File: src/design/ps2kfr_pkg.sv
// Shared types and constants for the PS/2 keyboard frame receiver.
// No dependencies; imported by ps2kfr_frame_rx and ps2_keyboard_frame_receiver.
`default_nettype none

package ps2kfr_pkg;

	typedef enum logic [1:0] {
		OP_FALL = 2'd0,
		OP_RISE = 2'd1,
		OP_TICK = 2'd2,
		OP_READ = 2'd3
	} op_t;

	localparam logic [7:0] TIMEOUT_RESET = 8'd20;
	localparam logic [7:0] DATA_MSB      = 8'h80;
	localparam logic [7:0] GAP_MAX       = 8'hFF;
	localparam logic [3:0] POS_IDLE      = 4'd0;
	localparam logic [3:0] POS_PARITY    = 4'(1 + 8);
	localparam logic [3:0] POS_STOP      = 4'(1 + 8 + 1);

	typedef struct packed {
		logic       done;
		logic       error;
		logic       sync_lost;
		logic       failure;
		logic [7:0] data;
	} frame_evt_t;

endpackage

`default_nettype wire

File: src/design/ps2_keyboard_frame_receiver.sv
// Top level: PS/2 keyboard frame receiver with a scancode ring buffer held in a synchronous memory.
// Depends on ps2kfr_pkg and ps2kfr_frame_rx.
//
//   channel  | handshake                | payload
//   ---------+--------------------------+--------------------------------------------------
//   input    | in_valid / in_stall      | op, data_bit
//   result   | out_valid / out_stall    | read_valid, read_byte, frame_done, frame_error,
//            |                          | sync_lost, failure_seen, unread_level
//   config   | cfg_valid / cfg_ready    | cfg_data (gap_timeout_ticks)
//
// One item per cycle while the input is not stalled; each result appears in the cycle after its item is accepted.
// The scancode memory is read and written on the edge that accepts the item, with its read data
// registered, so a read right after a store sees the byte.
// The input stalls only while a result is held and the result side stalls.
// Reset is asynchronous and needs no clearing pass; the memory contents are not reset.
`default_nettype none

module ps2_keyboard_frame_receiver #(
	parameter int BUF_DEPTH = 16
) (
	input  wire logic       clk,
	input  wire logic       arst_n,
	input  wire logic       in_valid,
	output logic            in_stall,
	input  wire logic [1:0] op,
	input  wire logic       data_bit,
	output logic            out_valid,
	input  wire logic       out_stall,
	output logic            read_valid,
	output logic [7:0]      read_byte,
	output logic            frame_done,
	output logic            frame_error,
	output logic            sync_lost,
	output logic            failure_seen,
	output logic [3:0]      unread_level,
	input  wire logic       cfg_valid,
	output logic            cfg_ready,
	input  wire logic [7:0] cfg_data
);
	import ps2kfr_pkg::*;

	localparam int AW = $clog2(BUF_DEPTH);
	localparam logic [AW-1:0] LAST = AW'(BUF_DEPTH - 1);
	localparam logic [AW-1:0] DEPTH_MOD = AW'(BUF_DEPTH);

	logic [7:0]    mem [BUF_DEPTH];
	logic          accept;
	op_t           op_in;
	frame_evt_t    evt;
	logic [AW-1:0] slot_q, slot_d;
	logic [AW-1:0] count_q, count_d;
	logic [AW-1:0] rd_idx;
	logic          rd_en;
	logic          wr_en;

	logic          out_valid_q;
	logic          read_valid_s1;
	logic [7:0]    rdata_s1;
	logic          done_s1;
	logic          error_s1;
	logic          sync_lost_s1;
	logic          failure_s1;
	logic [3:0]    level_s1;

	assign op_in     = op_t'(op);
	assign in_stall  = out_valid_q && out_stall;
	assign accept    = in_valid && !in_stall;
	assign cfg_ready = 1'b1;

	ps2kfr_frame_rx u_frame_rx (
		.clk      (clk),
		.arst_n   (arst_n),
		.step     (accept),
		.op       (op_in),
		.data_bit (data_bit),
		.cfg_we   (cfg_valid && cfg_ready),
		.cfg_data (cfg_data),
		.evt      (evt)
	);

	always_comb begin
		slot_d  = slot_q;
		count_d = count_q;
		rd_en   = 1'b0;
		wr_en   = 1'b0;
		rd_idx  = slot_q - count_d;
		if (op_in == OP_FALL && evt.done) begin
			wr_en  = 1'b1;
			slot_d = (slot_q == LAST) ? '0 : slot_q + AW'(1);
			if (count_q < LAST) begin
				count_d = count_q + AW'(1);
			end
		end else if (op_in == OP_READ && count_q != '0) begin
			rd_en   = 1'b1;
			count_d = count_q - AW'(1);
		end
		rd_idx = slot_q - count_d;
		if (slot_q < count_d) begin
			rd_idx = slot_q - count_d + DEPTH_MOD;
		end
	end

	always_ff @(posedge clk) begin
		if (accept && wr_en) begin
			mem[slot_d] <= evt.data;
		end
		if (accept && rd_en) begin
			rdata_s1 <= mem[rd_idx];
		end
	end

	always_ff @(posedge clk or negedge arst_n) begin
		if (!arst_n) begin
			slot_q      <= '0;
			count_q     <= '0;
			out_valid_q <= 1'b0;
		end else begin
			if (accept) begin
				slot_q  <= slot_d;
				count_q <= count_d;
			end
			if (accept) begin
				out_valid_q <= 1'b1;
			end else if (!out_stall) begin
				out_valid_q <= 1'b0;
			end
		end
	end

	always_ff @(posedge clk) begin
		if (accept) begin
			read_valid_s1 <= rd_en;
			done_s1       <= (op_in == OP_FALL) && evt.done;
			error_s1      <= (op_in == OP_FALL) && evt.error;
			sync_lost_s1  <= (op_in == OP_FALL) && evt.sync_lost;
			failure_s1    <= evt.failure;
			level_s1      <= 4'(count_d);
		end
	end

	assign out_valid    = out_valid_q;
	assign read_valid   = read_valid_s1;
	assign read_byte    = read_valid_s1 ? rdata_s1 : 8'h00;
	assign frame_done   = done_s1;
	assign frame_error  = error_s1;
	assign sync_lost    = sync_lost_s1;
	assign failure_seen = failure_s1;
	assign unread_level = level_s1;

endmodule

`default_nettype wire

File: src/design/ps2kfr_frame_rx.sv
// Bit sequencer for one PS/2 frame: bit position, shift register, gap timer and sticky failure.
// Depends on ps2kfr_pkg for the op codes, frame positions and the event struct.
`default_nettype none

module ps2kfr_frame_rx (
	input  wire logic                   clk,
	input  wire logic                   arst_n,
	input  wire logic                   step,
	input  wire ps2kfr_pkg::op_t        op,
	input  wire logic                   data_bit,
	input  wire logic                   cfg_we,
	input  wire logic [7:0]             cfg_data,
	output ps2kfr_pkg::frame_evt_t      evt
);
	import ps2kfr_pkg::*;

	logic [3:0] pos_q, pos_d;
	logic [7:0] shift_q, shift_d;
	logic [7:0] gap_q, gap_d;
	logic [7:0] timeout_q;
	logic       fail_q, fail_d;
	logic       restart;
	logic [3:0] pos_eff;

	always_comb begin
		pos_d   = pos_q;
		shift_d = shift_q;
		gap_d   = gap_q;
		fail_d  = fail_q;
		evt     = '0;
		restart = (pos_q != POS_IDLE) && (gap_q > timeout_q);
		pos_eff = restart ? POS_IDLE : pos_q;
		unique case (op)
			OP_FALL: begin
				if (restart) begin
					shift_d = '0;
				end
				if (pos_eff == POS_IDLE) begin
					if (!data_bit) begin
						pos_d   = 4'd1;
						shift_d = '0;
					end else begin
						pos_d         = POS_IDLE;
						evt.sync_lost = 1'b1;
					end
				end else if (pos_eff < POS_PARITY) begin
					shift_d = (shift_q >> 1) | (data_bit ? DATA_MSB : 8'h00);
					pos_d   = pos_eff + 4'd1;
				end else if (pos_eff == POS_PARITY) begin
					pos_d = POS_STOP;
				end else begin
					if (!data_bit) begin
						evt.error = 1'b1;
						fail_d    = 1'b1;
					end else begin
						evt.done = 1'b1;
					end
					pos_d = POS_IDLE;
				end
				gap_d = '0;
			end
			OP_RISE: begin
				gap_d = '0;
			end
			OP_TICK: begin
				if (gap_q != GAP_MAX) begin
					gap_d = gap_q + 8'd1;
				end
			end
			OP_READ: begin
			end
			default: begin
			end
		endcase
		evt.data    = shift_q;
		evt.failure = fail_d;
	end

	always_ff @(posedge clk or negedge arst_n) begin
		if (!arst_n) begin
			pos_q     <= POS_IDLE;
			shift_q   <= '0;
			gap_q     <= '0;
			fail_q    <= 1'b0;
			timeout_q <= TIMEOUT_RESET;
		end else begin
			if (step) begin
				pos_q   <= pos_d;
				shift_q <= shift_d;
				gap_q   <= gap_d;
				fail_q  <= fail_d;
			end
			if (cfg_we) begin
				timeout_q <= cfg_data;
			end
		end
	end

endmodule

`default_nettype wire
File: config.mk
export PLATFORM = sky130hd
export DESIGN_NAME = ps2_keyboard_frame_receiver
export DESIGN_NICKNAME = d
export VERILOG_FILES = /design/src/design/ps2kfr_pkg.sv /design/src/design/ps2_keyboard_frame_receiver.sv /design/src/design/ps2kfr_frame_rx.sv
export SDC_FILE = /design/constraint.sdc
export NUM_CORES = 1
export LEC_CHECK = 0
export BUFFER_PORTS_ARGS = -buffer_cell sky130_fd_sc_hd__buf_2
export CAP_MARGIN = 5
export CORE_ASPECT_RATIO = 0.7
export CORE_MARGIN = 2
export CORE_UTILIZATION = 40
export DETAILED_ROUTE_END_ITERATION = 6
export MAX_ROUTING_LAYER = met4
export PLACE_DENSITY = 0.67
export SYNTH_ARGS = -nofsm -noshare
export SYNTH_HDL_FRONTEND = slang
export SYNTH_SLANG_ARGS = --single-unit
File: constraint.sdc
create_clock -name clk -period 15.62 [get_ports clk]
set_input_delay 1.562 -clock clk [delete_from_list [all_inputs] [get_ports clk]]
set_output_delay 1.562 -clock clk [all_outputs]
set_load 0.02 [all_outputs]
; After elaboration in Yosys (flattened, before gate mapping)
; Memory sizes are Yosys's and may differ from the RTL's. A register that Yosys moved wholly into a read port is not among the register bits.
; Cells that the tools add are included.
[classes]
n_addsub = 6
magnitude_cmp = 3
eq_ne = 8
n_mux = 37
bitwise_logic = 1
reduce_logical = 18
[op_table]
columns = operator, count
row1 = 2-to-1 mux 8 bit, 7
row2 = 2-to-1 mux 4 bit, 9
row3 = 2-to-1 mux 1 bit, 16
row4 = one-hot mux 8 bit (2 select lines), 1
row5 = adder 4 x 1 -> 4 bit (second input constant), 3
row6 = logical AND 1 bit, 9
row7 = adder 8 x 1 -> 8 bit (second input constant), 1
row8 = == test 4 bit (second input constant), 2
row9 = > comparator 8 bit, 1
row10 = < comparator 4 bit (second input constant), 2
row11 = != test 8 bit (second input constant), 1
row12 = bitwise OR 7 x 8 -> 8 bit, 1
row13 = nonzero test 4 bit, 2
row14 = 2-to-1 mux 2 bit, 3
row15 = == test 2 bit (second input constant), 2
row16 = logical NOT 4 bit, 1
row17 = != test 2 x 1 -> 1 bit (second input constant), 2
row18 = subtractor 4 x 1 -> 4 bit (second input constant), 1
row19 = subtractor 4 bit, 1
row20 = 2-to-1 mux 3 bit, 1
row21 = AND reduction 3 bit, 1
row22 = == test 2 x 1 -> 1 bit (second input constant), 1
row23 = logical NOT 2 bit, 1
row24 = AND reduction 2 bit, 1
row25 = 3 further kinds, 3
[totals]
register_bits = 47
ram_bits = 128
in_bits = 16
out_inout_bits = 20
word_cells = 88
mem_count = 1
[memory_table]
columns = name, words, word_bits, rd, rd_clocked_by_memory_dff, wr, line
row1 = mem, 16, 8, 1, 1, 1, ps2_keyboard_frame_receiver.sv:46  ; logic [7:0] mem [BUF_DEPTH];

; Logic depth before layout (Yosys ltp)
; Gate-level depths: netlist of the first run.
[logic_depth]
depth_word = 13
depth_mapped = 24
depth_no_buf = 23

; By module
; A second synthesis of the first run with hierarchy kept.
[unflattened]
hier_cells = 518
area_unflattened_um2 = 8219.1
[by_module_without_submodules]
columns = mod, instances, cells_per_inst, area_per_inst_um2
row1 = ps2_keyboard_frame_receiver, 1, 333, 6387.4
row2 = ps2kfr_frame_rx, 1, 185, 1831.8

; Worst setup path before layout of the first run
; No wires, ideal clock.
[synth_timing]
path_kind = flip-flop to flip-flop
from = register u_frame_rx.timeout_q[4]
to = register rdata_s1[5] (read register of mem), data pin
t_arrival_ps = 4917
path_slack_ps = 10434
path_stages_with_launch = 25
period_less_slack_ps = 5186
path_cell_list = dfstp_2 > inv_1 > ha_1 > nand4_1 > o21ai_0 > a21oi_2 > nor2_2 > and2_1 > inv_1 > ha_1 > nor2_1 > o211a_1 > nand2_1 > nor3_4 > buf_4 > nand2_1 > nand2_1 > xnor2_1 > ha_1 > inv_1 > fa_1 > xor2_1 > clkbuf_1 > mux2i_1 > mux2i_1
[synth_via]
elab_chain_cells = 11
[synth_rtl]
columns = element, line
row1 = "start, declared", ps2kfr_frame_rx.sv:20  ; logic [7:0] timeout_q;
row2 = "start signal, assigned", ps2kfr_frame_rx.sv:94  ; timeout_q <= cfg_data;
row3 = > comparator 8 bit *, ps2kfr_frame_rx.sv:31  ; restart = (pos_q != POS_IDLE) && (gap_q > timeout_q);
row4 = logical AND 1 bit *, ps2kfr_frame_rx.sv:31
row5 = 2-to-1 mux 4 bit *, ps2kfr_frame_rx.sv:32  ; pos_eff = restart ? POS_IDLE : pos_q;
row6 = branches (longest 3 deep; another with < comparator 4 bit), -
row7 = 2-to-1 mux 2 bit *, ps2kfr_frame_rx.sv:38  ; if (pos_eff == POS_IDLE) begin
row8 = 2-to-1 mux 3 bit *, ps2kfr_frame_rx.sv:33  ; unique case (op)
row9 = logical AND 1 bit *, ps2_keyboard_frame_receiver.sv:87  ; if (op_in == OP_FALL && evt.done) begin
row10 = 2-to-1 mux 4 bit *, ps2_keyboard_frame_receiver.sv:87
row11 = net count_d[0], ps2_keyboard_frame_receiver.sv:51  ; logic [AW-1:0] count_q, count_d;
row12 = subtractor 4 bit *, "ps2_keyboard_frame_receiver.sv:97, ps2_keyboard_frame_receiver.sv:99"
row13 = "end, declared", ps2_keyboard_frame_receiver.sv:58  ; logic [7:0] rdata_s1;
; Mark *: on every way through the listed nets, which the timed path passes.
; A chain may end at the register's enable or synchronous reset.

; Worst setup path after layout of the first run
[layout_timing]
from = register u_frame_rx.timeout_q[4]
to = register rdata_s1[7] (read register of mem), data pin
; The elaborated chain is that of the path after synthesis.

==> summary.txt, run 1 <==
Die W - 173 um
Syn_nets - 549
PortBufs - 34
Final GP Congestion - 0.825
Row cnt - 43
Initial antenna violation count - 0
Commonest cells after routing, fill and taps aside - edfxtp_1, nand2_1, dfrtp_1
Total GRT Usage - 0.173
Antenna Violating Nets Remaining - 0
Total Routed Length - 16500 um
DRT Pass-1 Iters - 6
Clock skew - 12.5 ps
Setup TNS - 0 ps
Initial Util - 0.406
Routed length per placed instance - 19.4 um
Max VDD drop - 0.178 mV
Final net count - 600
WHS - 469 ps
Levels on crit path - 22
Share of layout cells above drive strength 1 - 0.218
Worst R2R Setup Slack - 9550 ps
Period Utilization, post-route - 0.389
Top cell family by delay on the critical path - adder cells
Root buffer selected by CTS - clkbuf_16
Main flop type after synthesis - edfxtp_1
CP max-delay cell - fa_2
Reg2reg end - rdata_s1[7]$_DFFE_PP_
Synth Register Bits - 183
HPWL Detailed - 11000 um
Leak pwr - 3.49 nW
Sink Count - 183
Required @ worst endpoint - 15790 ps
Vias in the first global route - 4667
Initial DRC Count - 564
Register area - 5310 sq um
PD cells - 197 nW/um^2
Worst Hold Class - flop to flop
CP endpoint kind - flop
Inserted Clock Buffers - 17
Kind of critical path - flop to flop
Cts hold-fix bufs - 0
Critical path peak fanout - 32
Startpoint types - flop
Final Total Pwr - 1.80 mW
DR vias - 4584
Sequential-to-total area share from yosys stat - 0.664
Worst-skew pair later-pin latency - 440 ps
Syn Inst Count - 514
H-tree depth - 4
Die area - 21200 sq um
Final setup fails - 0
Max Cap Viol - 0
Max Buffers Root-to-Sink - 2
Area taken by multi-input logic gates - 2550 sq um
Rel. slew slack - 0.306
Max-slew violation count - 0
Critical Path Start - u_frame_rx.timeout_q[4]$_DFFE_PN1P_
Largest net degree at the start of global routing - 39
DIE HEIGHT - 122 um
RSZ-0062 raised after global routing - false
EDFF count, synth - 145
Fmax - 165 MHz
CP Buf/Inv Count - 3
First-pass GRT wire length - 26400 um
Drt via density - 5.41
Ant diodes - 0
Status - completed
IO Pins - 36
Synthesized cell area - 8000 sq um
Core Area - 19700 sq um
R2R cell count - 22
Hold Violations, Final - 0
Area grow syn2layout - 14.7%
Post-CTS Setup Inserts - 0
Finished Core Util - 0.466
Final min period - 6070 ps
CTS tree - done
CP arrival - 6240 ps
Syn Area/Cell - 15.6 sq um
CP max stage delay - 1150 ps
CTS clk-pin slew, worst paths - 70 ps
Post-cts resize count - 0
FF-to-FF Start - u_frame_rx.timeout_q[4]$_DFFE_PN1P_
Critical path cell sequence - inv_1 -> ha_1 -> nand4_1 -> o21ai_0 -> a21oi_2 -> nor2_2 -> and2_1 -> inv_1 -> ha_1 -> nor2_1 -> o211a_1 -> nand2_1 -> nor3_4 -> nand2_1 -> nand2_1 -> xnor2_1 -> ha_2 -> inv_1 -> fa_2 -> mux4_2 -> mux2i_1 -> mux2i_1
Fill cell count - 1690
Worst setup path endpoint - rdata_s1[7]$_DFFE_PP_
YS warnings - 0
Drt drc - 0
Library cells used by synthesis - 59
Commonest non-fill, non-tap cell in the layout - edfxtp_1
Slew @ Worst Pin - 1030 ps
Fraction of registers with async set/reset - 0.208
Grt ovf - 0
-- state kept, by name, indices dropped and copies added (netlist names) --
register              count
sync_lost                 1
failure_seen              1
frame_done                1
u_frame_rx.fail_q         1
u_frame_rx.timeout_q      8
read_valid                1
u_frame_rx.pos_q          4
out_valid                 1
mem                     128
count_q                   4
u_frame_rx.shift_q        8
frame_error               1
u_frame_rx.gap_q          8
unread_level              4
slot_q                    4
rdata_s1                  8
-- logic make-up after synthesis --
family,after synthesis,share of synthesized area
DFF,183,0.664
AOI/OAI and AO/OA,67,0.0579
muxes,64,0.131
and+or+nand+nor,131,0.0820
other,1,0.000469
xor gates and xnor gates,12,0.0155
buffers and inverters,37,0.0188
adders and majority gates,19,0.0307
-- Yosys cell counts, drive strengths merged, types with 2 or more instances --
| cell type | n | area share |
|---|---|---|
| a31oi | 3 | 0.0023 |
| nand2 | 48 | 0.023 |
| a21o | 5 | 0.0047 |
| xnor2 | 8 | 0.011 |
| nor4 | 9 | 0.0070 |
| o31ai | 2 | 0.0019 |
| o21ai | 20 | 0.013 |
| ha | 18 | 0.028 |
| nand3 | 9 | 0.0056 |
| nand4 | 5 | 0.0039 |
| nor3 | 11 | 0.0089 |
| dfrtp | 36 | 0.11 |
| and2 | 11 | 0.0086 |
| or4 | 2 | 0.0019 |
| clkbuf | 8 | 0.0038 |
| edfxtp | 145 | 0.54 |
| nand2b | 5 | 0.0039 |
| a22o | 9 | 0.0099 |
| and3 | 2 | 0.0016 |
| or2 | 2 | 0.0016 |
| nor2b | 4 | 0.0031 |
| a21oi | 12 | 0.0080 |
| dfstp | 2 | 0.0066 |
| inv | 21 | 0.0099 |
| mux2i | 30 | 0.038 |
| buf | 8 | 0.0052 |
| xor2 | 4 | 0.0044 |
| mux4 | 32 | 0.090 |
| mux2 | 2 | 0.0028 |
| nor2 | 19 | 0.0092 |
| o211ai | 3 | 0.0028 |
-- per-stage QoR --
step                      cell area (sq um)  setup slack [ps]  cells
after floorplan                        8000             10430    514
after global placement                 8550              9790    816
after detailed placement               8550              9610    816
after CTS                              9170              9570    848
after global routing                   9170              9020    848
final                                  9170              9550    848
-- final cells by class --
| cell class | count | share of cell area |
|---|---|---|
| clock buffers | 18 | 0.0468 |
| well taps | 270 | 0.0368 |
| multi-input cells | 294 | 0.278 |
| repair buffers | 48 | 0.0300 |
| flip-flops and latches | 183 | 0.579 |
| clock inverters | 14 | 0.0211 |
| inverters | 21 | 0.00859 |
-- routing by layer --
metal | up-vias | track usage | part of all wire
met3 | 24 | 0.0483 | 0.069
li1 | 2086 | - | -
met2 | 149 | 0.257 | 0.45
met5 | - | - | 0
met4 | 0 | 0.0540 | 0.016
met1 | 2325 | 0.234 | 0.46
-- how the worst min path moves through the flow --
stage	from	endpoint	slack (ps)	depth (start not counted)
6_report	u_frame_rx.fail_q$_DFFE_PN0P_	u_frame_rx.fail_q$_DFFE_PN0P_	470	1
3_3_place_gp	u_frame_rx.fail_q$_DFFE_PN0P_	u_frame_rx.fail_q$_DFFE_PN0P_	440	1
3_5_place_dp	u_frame_rx.fail_q$_DFFE_PN0P_	u_frame_rx.fail_q$_DFFE_PN0P_	470	1
4_1_cts	u_frame_rx.fail_q$_DFFE_PN0P_	u_frame_rx.fail_q$_DFFE_PN0P_	480	1
2_1_floorplan	u_frame_rx.fail_q$_DFFE_PN0P_	u_frame_rx.fail_q$_DFFE_PN0P_	420	1
5_1_grt	u_frame_rx.fail_q$_DFFE_PN0P_	u_frame_rx.fail_q$_DFFE_PN0P_	510	1
-- power by group --
group	internal, mW	switching (mW)
logic	0.332	0.357
registers	0.603	0.0606
clock network	0.269	0.183
(Power assumes the default switching activity.)
==> run 2: changes to the inputs <==
--- a/config.mk
+++ b/config.mk
@@ -12,7 +12,7 @@
 export CORE_UTILIZATION = 40
 export DETAILED_ROUTE_END_ITERATION = 6
 export MAX_ROUTING_LAYER = met4
-export PLACE_DENSITY = 0.67
+export PLACE_DENSITY = 0.69
 export SYNTH_ARGS = -nofsm -noshare
 export SYNTH_HDL_FRONTEND = slang
 export SYNTH_SLANG_ARGS = --single-unit
==> constraint.sdc (replaced) <==
create_clock -name clk -period 5 [get_ports clk]
set_input_delay 0.5 -clock clk [delete_from_list [all_inputs] [get_ports clk]]
set_output_delay 0.5 -clock clk [all_outputs]
set_load 0.02 [all_outputs]
==> summary.txt, run 2 (synthesis results as in run 1) <==
Status - completed
Met3 GRT Util - 0.0316 (-0.0167)
Final GP Congestion - 0.871 (+5.6%)
Non-filler instance count after layout - 867 (+2.2%)
Final min period - 4880 ps (-1190 ps)
CTS clk-pin slew, worst paths - 70 ps (about the same)
Top cell by count, worst path - nand2_2
Global-route track usage on met1 - 0.252 (+0.0177)
CP max stage delay - 710 ps (-440 ps)
Drt via density - 5.44 (+0.65%)
Max Buffers Root-to-Sink - 2 (unchanged)
Max Cap Viol - 0 (unchanged)
Period Utilization, post-route - 0.976 (+0.587)
Commonest non-fill, non-tap cell in the layout - edfxtp_1
Drt drc - 0 (unchanged)
HPWL Detailed - 11400 um (+3.2%)
Rel. slew slack - 0.296 (-0.0100)
Routed length per placed instance - 20.3 um (+4.3%)
First-pass GRT wire length - 26300 um (-0.58%)
IO Pins - 36 (unchanged)
Inserted Clock Buffers - 17 (unchanged)
Slew @ Worst Pin - 1050 ps (+19.1 ps)
Cts hold-fix bufs - 0 (unchanged)
Leak pwr - 3.59 nW (+2.9%)
Setup TNS - 0 ps (unchanged)
CP endpoint kind - flop
DR vias - 4717 (+2.9%)
Fmax - 205 MHz (+24%)
Critical path cell sequence - or4_1 -> nand2_1 -> a211oi_4 -> nor2_4 -> and2_4 -> inv_2 -> ha_1 -> nor2_1 -> o211a_1 -> nand2_2 -> nor3_4 -> nand2_2 -> nand2_2 -> xnor2_2 -> ha_2 -> inv_2 -> fa_2 -> clkbuf_16 -> mux4_2 -> mux2i_1 -> mux2i_1
PD cells - 628 nW/um^2 (+220%)
Grt peak-use layer - met1
Initial DRC Count - 622 (+10%)
CTS tree - done
Final Total Pwr - 5.90 mW (+230%)
GR Util met2 - 0.248 (-0.00850)
Startpoint types - flop
DRT Pass-1 Iters - 5 (-1)
Worst Hold Class - input port to asynchronous set/reset pin
Max VDD drop - 0.476 mV (+170%)
Vias in the first global route - 4532 (-2.9%)
H-tree depth - 4 (unchanged)
Final setup fails - 0 (unchanged)
Top reg by flops - mem
CP max-delay cell - fa_2
Largest register FFs - 128 (unchanged)
Required @ worst endpoint - 5160 ps (-10630 ps)
Share of layout cells above drive strength 1 - 0.263 (+0.0450)
Clock skew - 12.0 ps (-0.494 ps)
Hold Violations, Final - 0 (unchanged)
Initial antenna violation count - 0 (unchanged)
Largest net degree at the start of global routing - 39 (unchanged)
Sink Count - 183 (unchanged)
Die W - 173 um (unchanged)
Total GRT Usage - 0.173 (about the same)
Core Area - 19700 sq um (unchanged)
Die area - 21200 sq um (unchanged)
Row cnt - 43 (unchanged)
Critical path peak fanout - 8 (-75%)
Area grow syn2layout - 17.5%
Grt ovf - 0 (unchanged)
Total Routed Length - 17600 um (+6.6%)
PortBufs - 34 (unchanged)
Root buffer selected by CTS - clkbuf_16
Final net count - 620 (+3.3%)
DIE HEIGHT - 122 um (unchanged)
Post-Place Cells - 827 (+1.3%)
Antenna Violating Nets Remaining - 0 (unchanged)
Commonest cells after routing, fill and taps aside - edfxtp_1, nand2_1, dfrtp_1
Worst-skew pair later-pin latency - 430 ps (about the same)
Kind of critical path - flop to flop
Ant diodes - 0 (unchanged)
Initial Util - 0.406 (unchanged)
CP arrival - 5040 ps (-1200 ps)
Max-slew violation count - 0 (unchanged)
==> run 2: cell count changes in the layout (fill, tap and decap cells not counted), sizes merged <==
cell      change
buf          +18
bufinv        -2
clkbuf        +2
clkinv        -2
clkinvlp      +3
==> run 2: worst paths after layout <==
kind,start,cells after the start,slack [ps],end
max,u_frame_rx.pos_q[0]$_DFFE_PN0P_,21,120,rdata_s1[0]$_DFFE_PP_
min in group clk,cfg_data[7],3,280,u_frame_rx.timeout_q[7]$_DFFE_PN0P_
min,arst_n,1,200,u_frame_rx.timeout_q[0]$_DFFE_PN0P_
max in group asynchronous,arst_n,1,4180,u_frame_rx.gap_q[1]$_DFFE_PN0P_
max reg2reg,u_frame_rx.pos_q[0]$_DFFE_PN0P_,21,120,rdata_s1[0]$_DFFE_PP_
min reg2reg,u_frame_rx.fail_q$_DFFE_PN0P_,1,470,u_frame_rx.fail_q$_DFFE_PN0P_
==> run 2: worst max-delay path: cells and delay by family, from the launching register on <==
family / cells / cell delay, ps
buffers and inverters: 3 / 330
adders and majority gates: 3 / 1110
and+or+nand+nor: 9 / 1720
muxes: 3 / 590
DFF: 1 / 460
AOI/OAI and AO/OA: 2 / 250
xor gates and xnor gates: 1 / 130
==> run 2: layout make-up <==
class                   instances  area (sq um)
multi-input cells             294          2610
well taps                     270           338
clock buffers                  18           429
flip-flops and latches        183          5310
fillers                      1635         10300
repair buffers                 68           493
clock inverters                13           144
inverters                      21          78.8
==> run 2: metal layers <==
| metal | part of all wire | routed length [um] | up-vias |
|---|---|---|---|
| met5 | 0 | 0 | - |
| met4 | 0.011 | 185 | 0 |
| met3 | 0.057 | 1010 | 15 |
| met2 | 0.45 | 7830 | 149 |
| met1 | 0.49 | 8560 | 2420 |
| li1 | - | - | 2133 |
==> run 2: metrics by stage <==
| step | hold slack (ps) | setup WS, ps | utilization | cell area, sq um |
|---|---|---|---|---|
| finish | 199 | 121 | 0.477 | 9400 |
| global route | 245 | -35.6 | 0.477 | 9400 |
| CTS | 201 | 3.99 | 0.469 | 9230 |
| detailed placement | 454 | 43.8 | 0.440 | 8660 |
| global placement | 441 | 250 | 0.440 | 8660 |
| floorplan | 204 | 8.26 | - | 8010 |
==> run 2: report_power, final <==
| group | total [mW] | internal (mW) | leakage, nW | switching (mW) |
|---|---|---|---|---|
| logic | 2.51 | 1.26 | 1.45 | 1.25 |
| registers | 2.08 | 1.88 | 1.88 | 0.196 |
| clock network | 1.31 | 0.739 | 0.268 | 0.568 |
==> run 2: what timing repair did <==
item,CTS,global route
gates resized for setup,0,17
buffers inserted,0,6
setup endpoints to repair,0,8
==> run 3: changes to the inputs <==
--- a/config.mk
+++ b/config.mk
@@ -9,10 +9,10 @@
 export CAP_MARGIN = 5
 export CORE_ASPECT_RATIO = 0.7
 export CORE_MARGIN = 2
-export CORE_UTILIZATION = 40
+export CORE_UTILIZATION = 32
 export DETAILED_ROUTE_END_ITERATION = 6
 export MAX_ROUTING_LAYER = met4
-export PLACE_DENSITY = 0.69
+export PLACE_DENSITY = 0.6
 export SYNTH_ARGS = -nofsm -noshare
 export SYNTH_HDL_FRONTEND = slang
 export SYNTH_SLANG_ARGS = --single-unit
==> summary.txt, run 3 (synthesis results as in run 1) <==
Status - completed
Leak pwr - 3.66 nW (+1.8%)
Max Cap Viol - 0 (unchanged)
Sw frac - 0.354 (+0.0120)
Grt ovf - 0 (unchanged)
Final net count - 627 (+1.1%)
Critical path peak fanout - 16 (+8)
Routed length per placed instance - 18.9 um (-6.6%)
Die W - 193 um (+12%)
Total Routed Length - 17600 um (+0.16%)
Vias in the first global route - 4667 (+3.0%)
Period Utilization, post-route - 0.960 (-0.0157)
Worst-skew pair later-pin latency - 430 ps (about the same)
Register share of total power - 0.335 (-0.018)
Largest net degree at the start of global routing - 39 (unchanged)
CP arrival - 4970 ps (-70 ps)
Cell Int Power - 4.01 mW (+3.4%)
Clock skew - 15.5 ps (+3.49 ps)
DP Area - 8800 sq um (+1.6%)
Initial antenna violation count - 0 (unchanged)
Inserted Clock Buffers - 17 (unchanged)
DR vias - 4736 (+0.40%)
Drt drc - 0 (unchanged)
Worst R2R Setup Slack - 200 ps (+80 ps)
Commonest cells after routing, fill and taps aside - edfxtp_1, nand2_1, buf_4
Antenna Violating Nets Remaining - 0 (unchanged)
Fmax - 208 MHz (+1.6%)
Final min period - 4800 ps (-78.4 ps)
Required @ worst endpoint - 5170 ps (about the same)
DRT Pass-1 Iters - 5 (unchanged)
CP endpoint kind - flop
Cts hold-fix bufs - 0 (unchanged)
Core Area - 24600 sq um (+25%)
CTS tree - done
Die area - 26300 sq um (+24%)
PortBufs - 34 (unchanged)
Max VDD drop - 0.418 mV (-12%)
Root buffer selected by CTS - clkbuf_16
IO Pins - 36 (unchanged)
Ant diodes - 0 (unchanged)
Rel. slew slack - 0.328 (+0.0315)
Switch Pwr - 2.20 mW (+9.0%)
Commonest non-fill, non-tap cell in the layout - edfxtp_1
Max-slew violation count - 0 (unchanged)
Total GRT Usage - 0.145 (-0.0279)
Hold Violations, Final - 0 (unchanged)
Worst Hold Class - input port to asynchronous set/reset pin
First-pass GRT wire length - 27300 um (+4.1%)
PD cells - 645 nW/um^2 (+2.8%)
Area grow syn2layout - 20.4%
Initial DRC Count - 428 (-31%)
Startpoint types - flop
Clock share of power - 0.223 (about the same)
HPWL Detailed - 11600 um (+2.3%)
Kind of critical path - flop to flop
Largest register FFs - 128 (unchanged)
Slew @ Worst Pin - 1000 ps (-47.1 ps)
Initial Util - 0.325 (-0.0813)
Top reg by flops - mem
Share of layout cells above drive strength 1 - 0.291 (+0.0279)
Post-route cell area - 9630 sq um (+2.4%)
Combinational share of power - 0.443 (+0.017)
Row cnt - 48 (+12%)
H-tree depth - 4 (unchanged)
Max Buffers Root-to-Sink - 2 (unchanged)
Final GP Congestion - 0.863 (-0.95%)
Drt via density - 5.09 (-6.4%)
CTS clk-pin slew, worst paths - 70 ps (about the same)
Finished Core Util - 0.391 (-0.0863)
DIE HEIGHT - 136 um (+11%)
Final setup fails - 0 (unchanged)
Sink Count - 183 (unchanged)
run 3: repair_timing:
item / in CTS / in global routing
endpoints found under the hold margin: 0 / 0
gates resized for setup: 2 / 26
pin swaps: 0 / 15
cloned: 0 / 2
endpoints found under the setup margin: 2 / 8
buffers inserted: 0 / 6
run 3: layout make-up:
| cell class | instances | area [sq um] |
|---|---|---|
| fillers | 2215 | 15000 |
| flip-flops and latches | 183 | 5310 |
| multi-input cells | 294 | 2650 |
| repair buffers | 75 | 563 |
| clock buffers | 17 | 425 |
| well taps | 325 | 407 |
| clock inverters | 15 | 194 |
| inverters | 21 | 78.8 |
run 3: final timing paths:
check	start	end	depth (start not counted)
setup reg to reg	u_frame_rx.gap_q[1]$_DFFE_PN0P_	rdata_s1[6]$_DFFE_PP_	22
max in group asynchronous	arst_n	u_frame_rx.pos_q[3]$_DFFE_PN0P_	1
hold / removal	arst_n	out_valid$_DFFE_PN0P_	1
setup / recovery	u_frame_rx.gap_q[1]$_DFFE_PN0P_	rdata_s1[6]$_DFFE_PP_	22
hold reg to reg	u_frame_rx.fail_q$_DFFE_PN0P_	u_frame_rx.fail_q$_DFFE_PN0P_	1
min in group clk	cfg_data[3]	u_frame_rx.timeout_q[3]$_DFFE_PN0P_	3
run 3: power by group through the flow:
stage	sequential, mW	clock, mW	combinational, mW
global route	2.11	1.46	2.94
finish	2.08	1.38	2.75
floorplan	2.03	0	1.69
detailed placement	2.11	0	2.35
CTS	2.07	1.41	2.39
global placement	2.10	0	2.32
run 3: critical path, cell delays in order, from the launching register on:
cell and delay [ps]:
dfrtp_1 390, ha_1 300, nor2b_1 130, o211ai_1 270, a211oi_4 120, nor2_4 180, and2_4 170, inv_1 60
ha_2 190, nor2_1 120, o211a_1 200, nand2_2 80, nor3_4 210, nand2_2 110, nand2_2 110, xnor2_2 130
ha_2 190, inv_1 60, fa_2 690, clkbuf_16 230, mux4_2 340, mux2i_1 160, mux2i_1 90
run 3: per-stage QoR:
| step | power [mW] | setup TNS (ps) | std cells | setup WS, ps | hold slack (ps) |
|---|---|---|---|---|---|
| 6_report | 6.21 | 0 | 930 | 199 | 190 |
| 5_1_grt | 6.51 | -180 | 930 | -46.2 | 260 |
| 4_1_cts | 5.87 | 0 | 922 | 8.43 | 210 |
| 3_5_place_dp | 4.46 | -9.17 | 890 | -9.17 | 459 |
| 3_3_place_gp | 4.42 | 0 | 890 | 89.1 | 445 |
| 2_1_floorplan | 3.72 | 0 | 514 | 8.26 | 204 |
run 3: layer usage:
| metal | up-vias | global-route usage | part of all wire |
|---|---|---|---|
| met5 | - | - | 0 |
| met3 | 15 | 0.0268 | 0.051 |
| met2 | 141 | 0.212 | 0.46 |
| li1 | 2143 | - | - |
| met1 | 2437 | 0.206 | 0.48 |
| met4 | 0 | 0.0434 | 0.012 |
